## src/trvs_pkg.sv

```systemverilog
// ----------------------------------------------------------------------------
// trvs_pkg: shared types for the victim select block
// Request codes, controller states and the command and status groups that
// pass between the controller and the datapath.
// ----------------------------------------------------------------------------
package trvs_pkg;

    localparam int REQ_TYPE_W  = 2;
    localparam int SET_INDEX_W = 6;
    localparam int WAY_W       = 3;
    localparam int NOW_W       = 32;

    typedef enum logic [REQ_TYPE_W-1:0] {
        REQ_INVALIDATE = 2'd0,
        REQ_TOUCH      = 2'd1,
        REQ_FILL       = 2'd2,
        REQ_VICTIM     = 2'd3
    } req_kind_t;

    typedef enum logic [2:0] {
        ST_CLEAR,
        ST_IDLE,
        ST_READ,
        ST_WRITE,
        ST_SCAN,
        ST_RESP
    } ctrl_state_t;

    typedef struct packed {
        logic capture;
        logic clr_we;
        logic req_we;
        logic rd_req;
        logic scan_step;
        logic load_out;
    } cmd_t;

    typedef struct packed {
        req_kind_t in_kind;
        logic      in_set_ok;
        logic      in_way_ok;
        logic      scan_last;
        logic      clr_last;
        logic      out_free;
    } status_t;

endpackage

```

## src/trvs_ctrl.sv

```systemverilog
// ----------------------------------------------------------------------------
// trvs_ctrl: sequencer for the victim select block
// Runs the clearing pass, dispatches each request and issues the memory,
// scan and response commands to the datapath.
// ----------------------------------------------------------------------------
module trvs_ctrl
    import trvs_pkg::*;
(
    input  logic    clk,
    input  logic    rst_n,
    input  logic    in_valid,
    output logic    in_ready,
    input  status_t status,
    output cmd_t    cmd
);

    ctrl_state_t state_reg;
    ctrl_state_t state_next;

    always_ff @(posedge clk or negedge rst_n)
    begin
        if (!rst_n)
        begin
            state_reg <= ST_CLEAR;
        end
        else
        begin
            state_reg <= state_next;
        end
    end

    always_comb
    begin
        state_next = state_reg;
        cmd        = '0;
        in_ready   = 1'b0;
        case (state_reg)
            ST_CLEAR:
            begin
                cmd.clr_we = 1'b1;
                if (status.clr_last)
                begin
                    state_next = ST_IDLE;
                end
            end
            ST_IDLE:
            begin
                in_ready = 1'b1;
                if (in_valid)
                begin
                    cmd.capture = 1'b1;
                    if (status.in_kind == REQ_VICTIM)
                    begin
                        state_next = status.in_set_ok ? ST_SCAN : ST_RESP;
                    end
                    else if (!(status.in_set_ok && status.in_way_ok))
                    begin
                        state_next = ST_RESP;
                    end
                    else if (status.in_kind == REQ_TOUCH)
                    begin
                        state_next = ST_READ;
                    end
                    else
                    begin
                        state_next = ST_WRITE;
                    end
                end
            end
            ST_READ:
            begin
                cmd.rd_req = 1'b1;
                state_next = ST_WRITE;
            end
            ST_WRITE:
            begin
                cmd.req_we = 1'b1;
                state_next = ST_RESP;
            end
            ST_SCAN:
            begin
                cmd.scan_step = 1'b1;
                if (status.scan_last)
                begin
                    state_next = ST_RESP;
                end
            end
            ST_RESP:
            begin
                if (status.out_free)
                begin
                    cmd.load_out = 1'b1;
                    state_next   = ST_IDLE;
                end
            end
            default:
            begin
                state_next = ST_CLEAR;
            end
        endcase
    end

endmodule

```

## config.mk

```make
export PLATFORM = sky130hd
export DESIGN_NAME = trvs_ctrl
export DESIGN_NICKNAME = d
export VERILOG_FILES = /design/src/trvs_pkg.sv /design/src/trvs_ctrl.sv
export SDC_FILE = /design/constraint.sdc
export NUM_CORES = 1
export LEC_CHECK = 0
export ABC_AREA = 1
export BUFFER_PORTS_ARGS = -buffer_cell sky130_fd_sc_hd__clkbuf_2
export CORE_AREA = 10 10 47 49
export DETAILED_ROUTE_END_ITERATION = 16
export DIE_AREA = 0 0 57 59
export GPL_TIMING_DRIVEN = 0
export PLACE_DENSITY_LB_ADDON = 0.05
export SLEW_MARGIN = 0
export SYNTH_ARGS = -nofsm -noshare
export SYNTH_HDL_FRONTEND = slang
export SYNTH_SLANG_ARGS = --single-unit
```

## constraint.sdc

```tcl
create_clock -name clk -period 1.15 [get_ports clk]
set_input_delay 0.0575 -clock clk [delete_from_list [all_inputs] [get_ports clk]]
set_output_delay 0.0575 -clock clk [all_outputs]
set_load 0.1 [all_outputs]
```

# After elaboration in Yosys (flattened, before gate mapping)
# Index checks and enable logic that the tools add are counted.
dict set report op_classes {
  eq_ne 11
  muxes 18
  n_reduce_logical 3
}
# cell n
set op_table {}
lappend op_table {{$mux W3} 6}
lappend op_table {{$pmux W3 S6} 1}
lappend op_table {{$mux W1} 11}
lappend op_table {{$ne A2 B2 Y1 const B} 4}
lappend op_table {{$eq A3 B2 Y1 const B} 2}
lappend op_table {{$eq A3 B3 Y1 const B} 2}
lappend op_table {{$reduce_and A4 Y1} 1}
lappend op_table {{$eq A3 B1 Y1 const B} 1}
lappend op_table {{$logic_not A3 Y1} 1}
lappend op_table {{$eq A2 B1 Y1 const B} 1}
lappend op_table {{$eq A2 B2 Y1 const B} 1}
lappend op_table {{$logic_and A1 B1 Y1} 1}
dict set report word_totals {
  ff_bits 3
  word_cells 33
  out_inout_bits 7
}

# Longest topological paths before layout
dict set report logic_depth {
  word_depth 6
  depth_mapped 8
  depth_no_buf 7
}

# Worst setup path before layout
# No wires, ideal clock.
dict set report synth_timing {
  path_type {reg2reg}
  startpoint {register state_reg[2]}
  endpoint {register state_reg[1]}
  n_path_buf 1
  synth_period_minus_slack_ns 2.110
  required_time_ns 1.066
  path_slack_ns -0.960
  setup_ns 0.084
  arrival_time_ns 2.026
  stages_incl_launch_ff 5
  path_cell_list {dfrtp_1 -> buf_6 -> nor3_2 -> nor2_1 -> nor3_2}
}
dict set report synth_via {
  elab_chain_len 3
  elab_cells_between_ends 12
  classes_between {9 x eq/ne; 1 x mux; 2 x reduce/logical}
}
# element line
set synth_lines {}
lappend synth_lines {{start, declared} trvs_ctrl.sv:17} ;# ctrl_state_t state_reg;
lappend synth_lines {{start signal, assigned} trvs_ctrl.sv:28} ;# state_reg <= state_next;
lappend synth_lines {{$eq A3 B3 Y1, or another cell as far along} trvs_ctrl.sv:37} ;# case (state_reg)
lappend synth_lines {{$ne A2 B2 Y1 (no line)} n/a}
lappend synth_lines {{$reduce_and A4 Y1 (no line)} n/a}
# Parallel ways exist; a longest one is shown, timed or not.
# A chain may end at the register's enable or synchronous reset.

==> run metrics <==
status finished with violations; failing checks negative setup slack; share of cells above drive strength 1 0.576; number of synthesized flops with an enable pin 0; Slew Limit Headroom 0.873; Vias/cell 4.31; number of diodes 0; Critical Path RT 1.09 ns; clk_lat worst skew 0.23 ns; final worst slack -0.121 ns; area added between synthesis and finish 135%; hold path startpoint status[5]; synth warn 0; startpoint types flip-flop; Max FO, Critical Path 7; H-tree lvl count 1; Post-Syn Instances 56; share of synthesized flip-flops with an asynchronous set or reset 1.00; IO Count 17; port buffer count 16; Synth Area per Inst 5.97 sq um; Final Max Slew Viols 0; initial core utilization 0.238; period utilization 1.11; die area 3360 sq um; Mapped Nets 66; register area share after synthesis 0.225; Synth Flop Type dfrtp_1; Hold Vio Cnt, Final 0; compound-cell area share of the yosys netlist 0.0375; Worst Hold Class input pin to flip-flop; Longest Clk Path Bufs 2; WP data arrival 1.21 ns; First-pass DRT Iterations 4; Core ar. 1400 sq um; final total power 2.40 mW; Avg WL per Cell 11.4 microns; RSZ-0062 raised after global routing true; R2R Path Start state_reg[2]$_DFFE_PN0P_; max frequency 787 MHz; die width 57 microns; first-pass GRT wire length 2150 microns; Synth Area in Simple Gates 0.573; vias in the first global route 480; Congestion Overflow GR 0; worst setup path start state_reg[2]$_DFFE_PN0P_; initial antenna violation count 0; Total Wirelength 1150 microns; Yosys reg bits 3; FF/Latch Area 76.3 sq um; post-synth cell types 15; multi-input logic area 288 sq um; RePlAce Congestion 0.695; Setup Viol. Count Final 10; largest family of logic cells by synthesized area simple AND/OR/NAND/NOR gates; CTS Buf Count 3; max reg flops 3; mux cell area share after synthesis 0; # placed instances 88; largest net degree at the start of global routing 9; Worst VDD drop 1650 uV; total track usage 0.0775; CTS clk-pin slew, worst paths 0.04 ns; total number of vias 435; Mapped Area 334 sq um; TritonCTS sink count 3; Crit. End Element primary output; Final ANT Viol Nets 0; final net count 96; Filler cells 143; worst slew pin tran 0.190 ns; DP HPWL 803 microns; DP Worst Slack -0.227 ns; Crit Path Class flip-flop to primary output; Static Leak 0.388 nW; Adder-Cell Fraction of Synth Area 0; Rows 14; drt drc 0; max-cap violations 0; clock root buffer clkbuf_4; clk_skew 0.000142 ns; Iteration-0 DRC Markers 5; final critical-path required period 1.27 ns; Post-Synth XOR/XNOR Area 0; Chip Height 59 microns; CTS tree yes; pwr/cell area 3050 nW/um^2; Non-Filler Instances 101
-- metal layers --
metal | track usage | vias to the layer above | part of all wire
met1 | 0.0932 | 189 | 0.47
met2 | 0.124 | 14 | 0.47
li1 | - | 232 | -
met5 | 0 | - | 0
met3 | 0.0322 | 0 | 0.063
met4 | 0.0201 | 0 | 0
-- final timing paths --
path | slack, ns | depth (start not counted) | end
setup / recovery | -0.12 | 5 | cmd[5]
hold / removal | 0.15 | 4 | state_reg[0]$_DFFE_PN0P_
setup reg to reg | -0.06 | 7 | state_reg[0]$_DFFE_PN0P_
hold reg to reg | 0.76 | 4 | state_reg[0]$_DFFE_PN0P_
max in group asynchronous | 0.87 | 2 | state_reg[1]$_DFFE_PN0P_
min in group asynchronous | 0.16 | 2 | state_reg[0]$_DFFE_PN0P_
-- cell usage after synthesis, types with 2 or more instances --
master	count	share of area
nor2_1	11	0.12
nand3_1	7	0.10
nand2_1	16	0.18
dfrtp_1	3	0.22
inv_1	6	0.067
nor2_2	2	0.037
buf_6	2	0.067
nor3_2	2	0.060
-- cells by family (layout without fill, tap and decap cells) --
| group | count (synthesis) | after routing |
|---|---|---|
| AND/OR/NAND/NOR | 41 | 41 |
| buffers and inverters | 10 | 39 |
| flip-flops | 3 | 3 |
| AO/OA/AOI/OAI | 2 | 2 |
-- cell usage in the layout, fill, tap and decap left out --
cell / instances
dfrtp_1: 2
buf_6: 2
o21bai_1: 1
nand2_4: 1
nor2_4: 6
clkbuf_2: 9
a21oi_1: 1
dlygate4sd3_1: 1
buf_4: 6
buf_8: 2
nor3_4: 1
nand2_2: 2
clkbuf_16: 7
nor2_1: 4
clkbuf_1: 1
inv_6: 2
inv_1: 5
nor2_2: 3
nor3_2: 1
nand3_4: 2
dfrtp_2: 1
nand3_1: 6
nand4_1: 1
nand2_1: 14
clkbuf_4: 3
inv_8: 1
-- through the flow --
stage	hold WS [ns]	instance area, sq um	TNS, ns	utilization
after global routing	0.168	786	-1.49	0.561
after global placement	-0.143	475	-1.37	0.339
final	0.147	786	-0.889	0.561
after floorplan	-0.238	375	-1.91	-
after CTS	0.137	759	-0.862	0.542
after detailed placement	-0.139	475	-1.21	0.339
-- what timing repair did --
item | 4_1_cts | 5_1_grt
setup endpoints to repair | 10 | 10
resized for setup | 39 | 3
buffers inserted | 6 | 2
endpoints found under the hold margin | 3 | 0
gates cloned | 0 | 0
pin swaps | 6 | 4
hold buffers | 1 | 0
-- report_power, final --
group	total [mW]	switching (mW)	leakage, nW	internal, mW
clock network	0.183	0.0531	0.0150	0.130
logic	2.04	1.20	0.339	0.837
registers	0.176	0.0294	0.0336	0.147
total	2.40	1.29	0.388	1.11
-- layout make-up --
type,instances,area share
flip-flops and latches,3,0.0971
inverters,8,0.0605
well taps,16,0.0255
plain buffers,2,0.0382
repair buffers,25,0.379
multi-input cells,43,0.366
clock buffers,4,0.0334
-- critical path, stage by stage, from the launching register on --
cell and delay, ns:
dfrtp_1 0.37, buf_8 0.15, inv_8 0.07, nand3_4 0.07, nor2_4 0.12, clkbuf_16 0.20
(Power assumes the default switching activity.)
